## config.mk

```make
export PLATFORM = sky130hd
export DESIGN_NAME = planar_odometry_integrator_core
export DESIGN_NICKNAME = d
export VERILOG_FILES = /design/src/rtl/podi_pkg.sv /design/src/rtl/podi_cordic.sv /design/src/rtl/planar_odometry_integrator_core.sv
export SDC_FILE = /design/constraint.sdc
export NUM_CORES = 2
export LEC_CHECK = 0
export BUFFER_PORTS_ARGS = -buffer_cell sky130_fd_sc_hd__buf_2
export CAP_MARGIN = 20
export CORE_MARGIN = 2
export CORE_UTILIZATION = 44
export DETAILED_ROUTE_END_ITERATION = 8
export PLACE_DENSITY = 0.67
export SLEW_MARGIN = 20
export SYNTH_ARGS = -nofsm -noshare
export SYNTH_HDL_FRONTEND = slang
export SYNTH_SLANG_ARGS = --single-unit
```

## constraint.sdc

```tcl
create_clock -name clk -period 11.7 [get_ports clk]
set_clock_uncertainty 0.2 [all_clocks]
set_input_delay 0.585 -clock clk [delete_from_list [all_inputs] [get_ports clk]]
set_output_delay 0.585 -clock clk [all_outputs]
set_load 0.1 [all_outputs]
```

## src/rtl/podi_pkg.sv

```systemverilog
// Shared constants, state types and the arctangent table of the odometry integrator.
package podi_pkg;

	localparam int ANGLE_BITS_DEF    = 16;
	localparam int POSITION_BITS_DEF = 48;
	localparam int DELTA_BITS_DEF    = 24;

	localparam int CORDIC_STEPS = 16;
	localparam int STEP_W       = $clog2(CORDIC_STEPS);
	localparam int PHASE_W      = 32;
	localparam int PRE_SHIFT    = 12;
	localparam int GUARD_BITS   = 3;
	localparam int GAIN_BITS    = 16;
	localparam int GAIN_Q16     = 39797;
	localparam int ROUND_SHIFT  = PRE_SHIFT + 16;

	typedef enum logic [3:0] {
		C_IDLE  = 4'b0001,
		C_ITER  = 4'b0010,
		C_MUL_X = 4'b0100,
		C_MUL_Y = 4'b1000
	} cordic_state_t;

	typedef enum logic [5:0] {
		S_IDLE  = 6'b000001,
		S_ROT   = 6'b000010,
		S_ACC_X = 6'b000100,
		S_ACC_Y = 6'b001000,
		S_ACC_Z = 6'b010000,
		S_OUT   = 6'b100000
	} core_state_t;

	// Arctangent of 2^-i in units of 2^32 per turn.
	function automatic logic signed [PHASE_W-1:0] atan_turn(input logic [STEP_W-1:0] idx);
		logic signed [PHASE_W-1:0] v;
		unique case (idx)
			4'd0:    v = 32'sh20000000;
			4'd1:    v = 32'sh12E4051D;
			4'd2:    v = 32'sh09FB385B;
			4'd3:    v = 32'sh051111D4;
			4'd4:    v = 32'sh028B0D43;
			4'd5:    v = 32'sh0145D7E1;
			4'd6:    v = 32'sh00A2F61E;
			4'd7:    v = 32'sh00517C55;
			4'd8:    v = 32'sh0028BE53;
			4'd9:    v = 32'sh00145F2E;
			4'd10:   v = 32'sh000A2F98;
			4'd11:   v = 32'sh000517CC;
			4'd12:   v = 32'sh00028BE6;
			4'd13:   v = 32'sh000145F3;
			4'd14:   v = 32'sh0000A2F9;
			4'd15:   v = 32'sh0000517C;
			default: v = '0;
		endcase
		return v;
	endfunction

endpackage

```

## src/rtl/podi_cordic.sv

```systemverilog
// Iterative CORDIC rotator with quadrant pre-turn and a shared gain multiplier.
module podi_cordic #(
	parameter int ANGLE_BITS = podi_pkg::ANGLE_BITS_DEF,
	parameter int DELTA_BITS = podi_pkg::DELTA_BITS_DEF,
	localparam int CW = DELTA_BITS + podi_pkg::PRE_SHIFT + podi_pkg::GUARD_BITS,
	localparam int PW = CW + podi_pkg::GAIN_BITS + 1,
	localparam int RW = PW - podi_pkg::ROUND_SHIFT
) (
	input  logic                         clk,
	input  logic                         arst_n,
	input  logic                         start,
	input  logic signed [DELTA_BITS-1:0] delta_x,
	input  logic signed [DELTA_BITS-1:0] delta_y,
	input  logic signed [ANGLE_BITS-1:0] heading,
	output logic                         done,
	output logic signed [RW-1:0]         rot_x,
	output logic signed [RW-1:0]         rot_y
);

	localparam int PH = podi_pkg::PHASE_W;
	localparam logic [PH-1:0] QUARTER_HALF = PH'(1) << (PH - 3);
	localparam logic signed [PW-1:0] ROUND_ADD = PW'(1) << (podi_pkg::ROUND_SHIFT - 1);
	localparam logic [podi_pkg::STEP_W-1:0] LAST_STEP =
		podi_pkg::STEP_W'(podi_pkg::CORDIC_STEPS - 1);

	podi_pkg::cordic_state_t state_q;
	logic [podi_pkg::STEP_W-1:0] iter_q;
	logic signed [CW-1:0] x_q, y_q;
	logic signed [PH-1:0] z_q;
	logic signed [RW-1:0] rx_q, ry_q;

	logic [PH-1:0] phase_w, shifted_w;
	logic [1:0] quad_w;
	logic signed [PH-1:0] z0_w, atan_w;
	logic signed [CW-1:0] dx_w, dy_w, x0_w, y0_w, xs_w, ys_w, mul_a_w;
	logic signed [podi_pkg::GAIN_BITS:0] gain_w;
	logic signed [PW-1:0] prod_w, round_w;
	logic signed [RW-1:0] res_w;

	// The heading is moved by an eighth turn so the top two bits pick the nearest quadrant.
	assign phase_w   = {heading, {(PH - ANGLE_BITS){1'b0}}};
	assign shifted_w = phase_w + QUARTER_HALF;
	assign quad_w    = shifted_w[PH-1:PH-2];
	assign z0_w      = $signed({2'b00, shifted_w[PH-3:0]}) - $signed(QUARTER_HALF);

	assign dx_w = CW'(delta_x) <<< podi_pkg::PRE_SHIFT;
	assign dy_w = CW'(delta_y) <<< podi_pkg::PRE_SHIFT;

	always_comb begin
		case (quad_w)
			2'd1: begin
				x0_w = -dy_w;
				y0_w = dx_w;
			end
			2'd2: begin
				x0_w = -dx_w;
				y0_w = -dy_w;
			end
			2'd3: begin
				x0_w = dy_w;
				y0_w = -dx_w;
			end
			default: begin
				x0_w = dx_w;
				y0_w = dy_w;
			end
		endcase
	end

	assign xs_w   = x_q >>> iter_q;
	assign ys_w   = y_q >>> iter_q;
	assign atan_w = podi_pkg::atan_turn(iter_q);

	assign gain_w  = $signed({1'b0, podi_pkg::GAIN_BITS'(podi_pkg::GAIN_Q16)});
	assign mul_a_w = (state_q == podi_pkg::C_MUL_X) ? x_q : y_q;
	assign prod_w  = PW'(mul_a_w) * PW'(gain_w);
	assign round_w = prod_w + ROUND_ADD;
	assign res_w   = $signed(round_w[PW-1:podi_pkg::ROUND_SHIFT]);

	always_ff @(posedge clk or negedge arst_n) begin
		if (!arst_n) begin
			state_q <= podi_pkg::C_IDLE;
			iter_q  <= '0;
		end else begin
			unique case (state_q)
				podi_pkg::C_IDLE: begin
					iter_q <= '0;
					if (start) begin
						state_q <= podi_pkg::C_ITER;
					end
				end
				podi_pkg::C_ITER: begin
					iter_q <= iter_q + 1'b1;
					if (iter_q == LAST_STEP) begin
						state_q <= podi_pkg::C_MUL_X;
					end
				end
				podi_pkg::C_MUL_X: state_q <= podi_pkg::C_MUL_Y;
				podi_pkg::C_MUL_Y: state_q <= podi_pkg::C_IDLE;
				default:           state_q <= podi_pkg::C_IDLE;
			endcase
		end
	end

	always_ff @(posedge clk) begin
		if (state_q == podi_pkg::C_IDLE && start) begin
			x_q <= x0_w;
			y_q <= y0_w;
			z_q <= z0_w;
		end else if (state_q == podi_pkg::C_ITER) begin
			if (!z_q[PH-1]) begin
				x_q <= x_q - ys_w;
				y_q <= y_q + xs_w;
				z_q <= z_q - atan_w;
			end else begin
				x_q <= x_q + ys_w;
				y_q <= y_q - xs_w;
				z_q <= z_q + atan_w;
			end
		end
		if (state_q == podi_pkg::C_MUL_X) begin
			rx_q <= res_w;
		end
		if (state_q == podi_pkg::C_MUL_Y) begin
			ry_q <= res_w;
		end
	end

	assign done  = (state_q == podi_pkg::C_MUL_Y);
	assign rot_x = rx_q;
	assign rot_y = ry_q;

endmodule

```

## src/rtl/planar_odometry_integrator_core.sv

```systemverilog
// Top level: handshake, sequencer and shared saturating accumulator of the odometry integrator.
// An accumulating word gives its result after the 16 CORDIC micro-rotations of the shared
// shift-add unit, the two gain multiplies and three accumulator updates; a clear or an invalid
// word gives it in the cycle after acceptance. The next word is taken the cycle after the
// result is taken, so a new word waits until the result of the last one has been taken.
// Reset is asynchronous and zeroes all three positions.
module planar_odometry_integrator_core #(
	parameter int ANGLE_BITS    = podi_pkg::ANGLE_BITS_DEF,
	parameter int POSITION_BITS = podi_pkg::POSITION_BITS_DEF,
	parameter int DELTA_BITS    = podi_pkg::DELTA_BITS_DEF
) (
	input  logic                            clk,
	input  logic                            arst_n,
	input  logic                            in_valid,
	output logic                            in_stall,
	input  logic                            clear_origin,
	input  logic                            displacement_valid,
	input  logic                            yaw_valid,
	input  logic signed [DELTA_BITS-1:0]    delta_x,
	input  logic signed [DELTA_BITS-1:0]    delta_y,
	input  logic signed [DELTA_BITS-1:0]    delta_z,
	input  logic signed [ANGLE_BITS-1:0]    heading,
	output logic                            out_valid,
	input  logic                            out_stall,
	output logic signed [POSITION_BITS-1:0] world_x,
	output logic signed [POSITION_BITS-1:0] world_y,
	output logic signed [POSITION_BITS-1:0] world_z,
	output logic                            updated
);

	localparam int CW = DELTA_BITS + podi_pkg::PRE_SHIFT + podi_pkg::GUARD_BITS;
	localparam int RW = CW + podi_pkg::GAIN_BITS + 1 - podi_pkg::ROUND_SHIFT;
	localparam int SW = ((POSITION_BITS > RW) ? POSITION_BITS : RW) + 1;
	localparam int HW = SW - POSITION_BITS + 1;
	localparam logic signed [POSITION_BITS-1:0] POS_MAX = {1'b0, {(POSITION_BITS-1){1'b1}}};
	localparam logic signed [POSITION_BITS-1:0] POS_MIN = {1'b1, {(POSITION_BITS-1){1'b0}}};

	podi_pkg::core_state_t state_q;
	logic signed [POSITION_BITS-1:0] acc_x_q, acc_y_q, acc_z_q;
	logic signed [DELTA_BITS-1:0] dz_q;
	logic updated_q;

	logic in_accept, do_update, rot_done;
	logic signed [RW-1:0] rot_x, rot_y;
	logic signed [POSITION_BITS-1:0] acc_sel_w, sat_w;
	logic signed [SW-1:0] add_sel_w, sum_w;

	assign in_stall  = (state_q != podi_pkg::S_IDLE);
	assign in_accept = in_valid && !in_stall;
	assign do_update = !clear_origin && displacement_valid && yaw_valid;

	podi_cordic #(
		.ANGLE_BITS(ANGLE_BITS),
		.DELTA_BITS(DELTA_BITS)
	) u_cordic (
		.clk     (clk),
		.arst_n  (arst_n),
		.start   (in_accept && do_update),
		.delta_x (delta_x),
		.delta_y (delta_y),
		.heading (heading),
		.done    (rot_done),
		.rot_x   (rot_x),
		.rot_y   (rot_y)
	);

	// One saturating adder serves all three accumulators in turn.
	always_comb begin
		unique case (state_q)
			podi_pkg::S_ACC_X: begin
				acc_sel_w = acc_x_q;
				add_sel_w = SW'(rot_x);
			end
			podi_pkg::S_ACC_Y: begin
				acc_sel_w = acc_y_q;
				add_sel_w = SW'(rot_y);
			end
			default: begin
				acc_sel_w = acc_z_q;
				add_sel_w = SW'(dz_q);
			end
		endcase
	end

	assign sum_w = SW'(acc_sel_w) + add_sel_w;

	always_comb begin
		if (sum_w[SW-1:POSITION_BITS-1] == {HW{sum_w[SW-1]}}) begin
			sat_w = sum_w[POSITION_BITS-1:0];
		end else if (sum_w[SW-1]) begin
			sat_w = POS_MIN;
		end else begin
			sat_w = POS_MAX;
		end
	end

	always_ff @(posedge clk or negedge arst_n) begin
		if (!arst_n) begin
			state_q   <= podi_pkg::S_IDLE;
			acc_x_q   <= '0;
			acc_y_q   <= '0;
			acc_z_q   <= '0;
			updated_q <= 1'b0;
		end else begin
			unique case (state_q)
				podi_pkg::S_IDLE: begin
					if (in_accept) begin
						updated_q <= do_update;
						if (clear_origin) begin
							acc_x_q <= '0;
							acc_y_q <= '0;
							acc_z_q <= '0;
						end
						state_q <= do_update ? podi_pkg::S_ROT : podi_pkg::S_OUT;
					end
				end
				podi_pkg::S_ROT: begin
					if (rot_done) begin
						state_q <= podi_pkg::S_ACC_X;
					end
				end
				podi_pkg::S_ACC_X: begin
					acc_x_q <= sat_w;
					state_q <= podi_pkg::S_ACC_Y;
				end
				podi_pkg::S_ACC_Y: begin
					acc_y_q <= sat_w;
					state_q <= podi_pkg::S_ACC_Z;
				end
				podi_pkg::S_ACC_Z: begin
					acc_z_q <= sat_w;
					state_q <= podi_pkg::S_OUT;
				end
				podi_pkg::S_OUT: begin
					if (!out_stall) begin
						state_q <= podi_pkg::S_IDLE;
					end
				end
				default: state_q <= podi_pkg::S_IDLE;
			endcase
		end
	end

	always_ff @(posedge clk) begin
		if (in_accept) begin
			dz_q <= delta_z;
		end
	end

	assign out_valid = (state_q == podi_pkg::S_OUT);
	assign world_x   = acc_x_q;
	assign world_y   = acc_y_q;
	assign world_z   = acc_z_q;
	assign updated   = updated_q;

endmodule

```

# Word-level counts from Yosys, hierarchy flattened
# Memory sizes are Yosys's and may differ from the RTL's.
# Cells that the tools add are included.
# Widths: inputs -> output; s select.
# op_classes
mux	30
n_mul	1
shift	2
addsub	13
eq_ne	22
n_reduce_logical	18
# ops
cell	n
$pmux 48 s2	4
$mux 39	7
$pmux 39 s3	2
$mux 48	4
$pmux 49 s2	1
$mux 32	3
$add 39x39->39	2
$neg 36->39	2
$sshr 39x4->39	2
$sub 39x39->39	2
$add 56x29->56 const B	1
$mul 39x17->56 const B	1
$add 48x49->49	1
$pmux 6 s6	1
$add 32x30->32 const B	1
$add 32x32->32	1
$sub 32x32->32	1
$sub 30x30->31 const B	1
$mux 6	4
$pmux 4 s3	1
$reduce_and 3->1	4
$reduce_bool 2->1	5
$eq 4x4->1 const B	2
$mux 4	2
other kinds (20)	31
# word_totals
memories	1
output_inout_bits	147
mem_bits_ro	480
wordCells	100
inputBits	95
register_bits	349
# mem_list
name	words	word_bits	read_ports	rd_clocked_by_memory_dff	wr	line	source
(name not given)	16	30	1	0	0	podi_pkg.sv:36	unique case (idx)

# Longest topological paths before layout
# depth
ltp_word	6
ltp_mapped	33
mapped_depth_nobuf	27

# Modules after synthesis
# Synthesis repeated with hierarchy kept, for this count alone.
# hier_totals
cells_unflattened	5006
area_unflattened_um2	44371.3
# by_module_without_submodules
mod	instances	cells_per_inst	seq_area_each_um2	area_each_um2
podi_cordic	1	3749	5186.2	33631.0
planar_odometry_integrator_core	1	1257	4500.6	10740.3

# Least setup slack after synthesis
# OpenSTA, ideal clock, no wires.
# synth_path
path_kind	flip-flop to flip-flop
startpoint	reg u_cordic.state_q[1]
endpoint	reg u_cordic.rx_q[24], in the netlist u_cordic.rot_x[24], data pin
synth_period_minus_slack_ps	8944
path_stages_with_launch	30
t_required_ps	11238
setup_time_ps	262
setup_slack_ps	2756
n_path_buf	5
arrival_time_ps	8482
cell_sequence	dfrtp_1 -> clkbuf_1 -> nor4b_1 -> clkbuf_1 -> clkbuf_1 -> buf_1 -> clkbuf_1 -> mux2_2 -> ha_1 -> inv_1 -> fa_1 -> fa_1 -> inv_1 -> fa_1 -> fa_1 -> inv_1 -> fa_1 -> inv_1 -> ha_1 -> a21o_1 -> a21oi_1 -> o21ai_0 -> a21oi_1 -> o21ai_0 -> nand3_1 -> nand3_1 -> a41o_1 -> a21o_1 -> a21oi_1 -> xnor2_1
# synth_between
elab_chain_cells	4
# synth_rtl
item	line	source
from (decl)	podi_cordic.sv:26	podi_pkg::cordic_state_t state_q;
from (signal assigned)	podi_cordic.sv:82	state_q <= podi_pkg::C_IDLE;
from (signal assigned)	podi_cordic.sv:89	state_q <= podi_pkg::C_ITER;
from (signal assigned)	podi_cordic.sv:95	state_q <= podi_pkg::C_MUL_X;
$eq 4x3->1	podi_cordic.sv:75	assign mul_a_w = (state_q == podi_pkg::C_MUL_X) ? x_q : y_q;
$mux 39	podi_cordic.sv:75	
$mul 39x17->56	podi_cordic.sv:76	assign prod_w = PW'(mul_a_w) * PW'(gain_w);
$add 56x29->56	podi_cordic.sv:77	assign round_w = prod_w + ROUND_ADD;
net u_cordic.round_w[52]	podi_cordic.sv:37	logic signed [PW-1:0] prod_w, round_w;
to (signal assigned)	podi_cordic.sv:122	rx_q <= res_w;
to (decl)	podi_cordic.sv:30	logic signed [RW-1:0] rx_q, ry_q;
# The timed path passes the listed nets, and every way through them passes these cells.
# A chain may end at the register's enable or synchronous reset.

# Final worst setup path
# layout_path
startpoint	reg u_cordic.state_q[1]
endpoint	reg u_cordic.rx_q[19], in the netlist u_cordic.rot_x[19], data pin
# The elaborated chain is that of the path after synthesis.

==> out/qor.csv <==
stage,metric,value,unit
sta,WHS,19.57,ps
cts,number of buffers inserted by post-CTS setup repair,0,
floorplan,y dimension of the die,318.0,um
job,number of maximum-capacitance constraint violations,0,
layout,filler cell count in the final layout,9197,
yosys,post-synthesis net count,5493,
cts,clock buffer count from CTS,43,
critical_path,data arrival time of the critical path,8890,ps
critical_path,CP max FO,47,
floorplan,Row Count,115,
cts,clock latency of the later-clocked register in the worst-skew pair,610,ps
critical_path,crit-path most repeated cell,inv_1,
floorplan,overall die area,101200,um2
sta,Final Cycle Share,74.77,%
floorplan,number of primary I/O pins,242,
pwr,leakage component of the power,21.94,nW
critical_path,data required time at the worst endpoint,11840,ps
sta,Post-Route Setup TNS,0,ps
yosys,Yosys top cell by area,edfxtp_1,
critical_path,Crit. End Element,flip-flop,
cts,cts hold-fix bufs,11,
route,routed len/inst,20.21,um
yosys,Mapped Avg Cell Area,9.219,um2
cts,H-tree levels,2,
yosys,"EDFF count, synth",190,
yosys,prevailing post-synth register cell,edfxtp_1,
sta,final count of pins violating max slew,0,
yosys,count of state elements after synthesis,349,
layout,multi-input gate area in the final layout,31010,um2
yosys,Commonest cells post-synth,"492 x inv_1, 464 x nand2_1, 415 x ha_1",
yosys,number of distinct standard cells referenced by the synthesized netlist,103,
global_routing,number of global-route vias before repair,35160,
layout,Area growth syn-to-layout,8.794,%
route,via count of the routed design,36090,
yosys,ranking of synthesized cells by area,"edfxtp_1 13%, fa_1 13%, ha_1 12%",
run_status,outcome,"finished, final reports clean",
placed_design,HPWL Detailed,96.17,mm
route,via density per instance,5.857,
cts,buffer cell driving the clock tree root,clkbuf_16,
floorplan,die span in x,318.0,um
hold_path,worst min-delay path class,in -> reg,
yosys,fraction of synthesis flops using an asynchronous set or reset pin,45.56,%
yosys,share of Yosys cell area claimed by the top area cell type,13.15,%
yosys,sequential cell area fraction in the yosys report,22.32,%
sta,final number of setup-violating endpoints,0,
pwr,pwr dens,172.9,nW/um2
cts,Resize count post-CTS,0,
sta,Final Hold Violating Endpoints,0,
sta,transition at the pin with the smallest max-transition slack,1073,ps
yosys,top-count cell post-synth,inv_1,
layout,footprint of the flip-flops and latches,9702,um2
yosys,total standard cell area after synthesis,43400,um2
global_routing,All-Layer GR Usage,24.21,%
route,number of optimization iterations in the first detailed-route pass,5,
cts,clock-pin slew on the worst setup and hold paths,60,ps
floorplan,Core Area,98130,um2
layout,final cell count without fillers,6162,
route,aggregate routed wire length,124.5,mm
sta,worst relative slew slack,28.23,%
layout,fraction of final layout cells sized beyond drive strength 1,10.96,%
route,post-route ant nets,0,
placed_design,Port Buffer Count,241,
placed_design,setup slack at placement,2994,ps
cts,deepest clock path buffer count,3,
route,DRC violation total after the first TritonRoute iteration,3449,
pwr,Tot Pwr,0.008161,W
pwr,worst ir drop on vdd,0.0002293,V
cts,TritonCTS clock tree,done,
floorplan,effective utilization at floorplan,44.22,%
hold_path,cell count of the worst hold path,1,
route,detailed-route DRC error count,0,
critical_path,worst reg-to-reg path cell count,27,
placed_design,GP Congestion,0.9534,
critical_path,Crit Path Category,reg -> reg,
global_routing,first-pass GRT wire length,198.6,mm
yosys,number of standard cells after synthesis,4707,
sta,setup repair after global routing missed its margin,no,
placed_design,count of placed standard cells including taps,6070,
sta,maximum clock rate,114.3,MHz
critical_path,element type at the critical path start,flip-flop,
layout,final-stage net count,5625,
cts,number of clock sinks,349,
sta,final critical-path setup slack,2952,ps
yosys,count of synthesis-stage warnings from yosys,0,
global_routing,antenna violations before repair,1,
global_routing,largest net degree at the start of global routing,95,
sta,post-layout minimum cycle time,8748,ps
global_routing,total congestion overflow after global routing,0,
critical_path,slowest CP cell,mux2i_1,
critical_path,worst stage delay on the critical path,780,ps
[critical path: cells and delay by family (launching register included)]
kind,cells,cell delay (ps)
AOI/OAI and AO/OA,5,1580
xor gates and xnor gates,2,340
adders and majority gates,7,2930
buffers and inverters,7,1410
DFF,1,490
muxes,1,780
and+or+nand+nor,5,730
[registers in the layout, indices dropped and copies added, names as in the netlist]
| name | count |
|---|---|
| world_x | 48 |
| world_z | 48 |
| u_cordic.iter_q | 4 |
| u_cordic.state_q | 4 |
| u_cordic.rot_y | 28 |
| state_q | 6 |
| u_cordic.z_q | 32 |
| u_cordic.rot_x | 28 |
| dz_q | 24 |
| updated | 1 |
| u_cordic.y_q | 39 |
| world_y | 48 |
| u_cordic.x_q | 39 |
[logic make-up (layout without fill, tap and decap cells)]
logic type | after synthesis | after routing | synth area share [%]
buffers and inverters | 697 | 864 | 6.433
flip-flops | 349 | 349 | 22.32
AO/OA/AOI/OAI | 1205 | 1205 | 18.38
XOR/XNOR | 392 | 392 | 7.912
AND/OR/NAND/NOR | 1125 | 1125 | 12.02
adder cells (fa/ha/maj) | 691 | 691 | 24.70
other | 0 | 1 | 0
multiplexers | 248 | 248 | 8.232
[cells in the final DEF (no fill, tap or decap), drive strengths merged, types with 76 or more instances in the layout]
| cell type | count |
|---|---|
| inv | 496 |
| nand2 | 465 |
| ha | 415 |
| a21oi | 298 |
| buf | 277 |
| fa | 276 |
| nor2 | 261 |
| o21ai | 249 |
| xnor2 | 218 |
| edfxtp | 190 |
| xor2 | 174 |
| dfrtp | 157 |
| a21o | 133 |
| a22o | 113 |
| mux2i | 109 |
| mux4 | 78 |
| a22oi | 76 |
[through the flow]
stage	utilization, %	area, um2
after floorplan	-	43400
after global placement	46.53	45660
after detailed placement	46.53	45660
after CTS	48.10	47200
after global routing	48.11	47210
final	48.11	47210
[path summary, 6_finish.rpt]
check / end / from / slack (ps)
min in group asynchronous: world_z[10]$_DFFE_PN0P_ / arst_n / 460
max: u_cordic.rot_x[19]$_DFFE_PN_ / u_cordic.state_q[1]$_DFFE_PN0P_ / 2950
min reg2reg: updated$_DFFE_PN0P_ / updated$_DFFE_PN0P_ / 270
max reg2reg: u_cordic.rot_x[19]$_DFFE_PN_ / u_cordic.state_q[1]$_DFFE_PN0P_ / 2950
min: dz_q[8]$_DFFE_PP_ / delta_z[8] / 20
max in group asynchronous: world_y[35]$_DFFE_PN0P_ / arst_n / 9450
[metal layers]
layer  up-vias  part of all wire, %  global-route usage (%)
li1      16990                    -                       -
met1     17450                   45                   34.61
met2      1443                   45                   38.59
met3       206                  7.1                   3.114
met4         0                  2.7                   6.572
met5         -                    0                       0
[area by class of cell]
| class | count | share of cell area, % |
|---|---|---|
| clock buffer | 63 | 2.568 |
| timing repair buffer | 288 | 3.374 |
| antenna | 1 | 0.005300 |
| sequential | 349 | 20.55 |
| inverter | 496 | 3.944 |
| multi-input combinational | 3661 | 65.68 |
| tap | 1287 | 3.411 |
| clock inverter | 17 | 0.4717 |
[power breakdown]
group / switching [W] / internal, W
registers: 0.0000960 / 0.00170
clock network: 0.000578 / 0.000777
logic: 0.00315 / 0.00186
total: 0.00382 / 0.00434
Power figures use the tool's default switching activity.
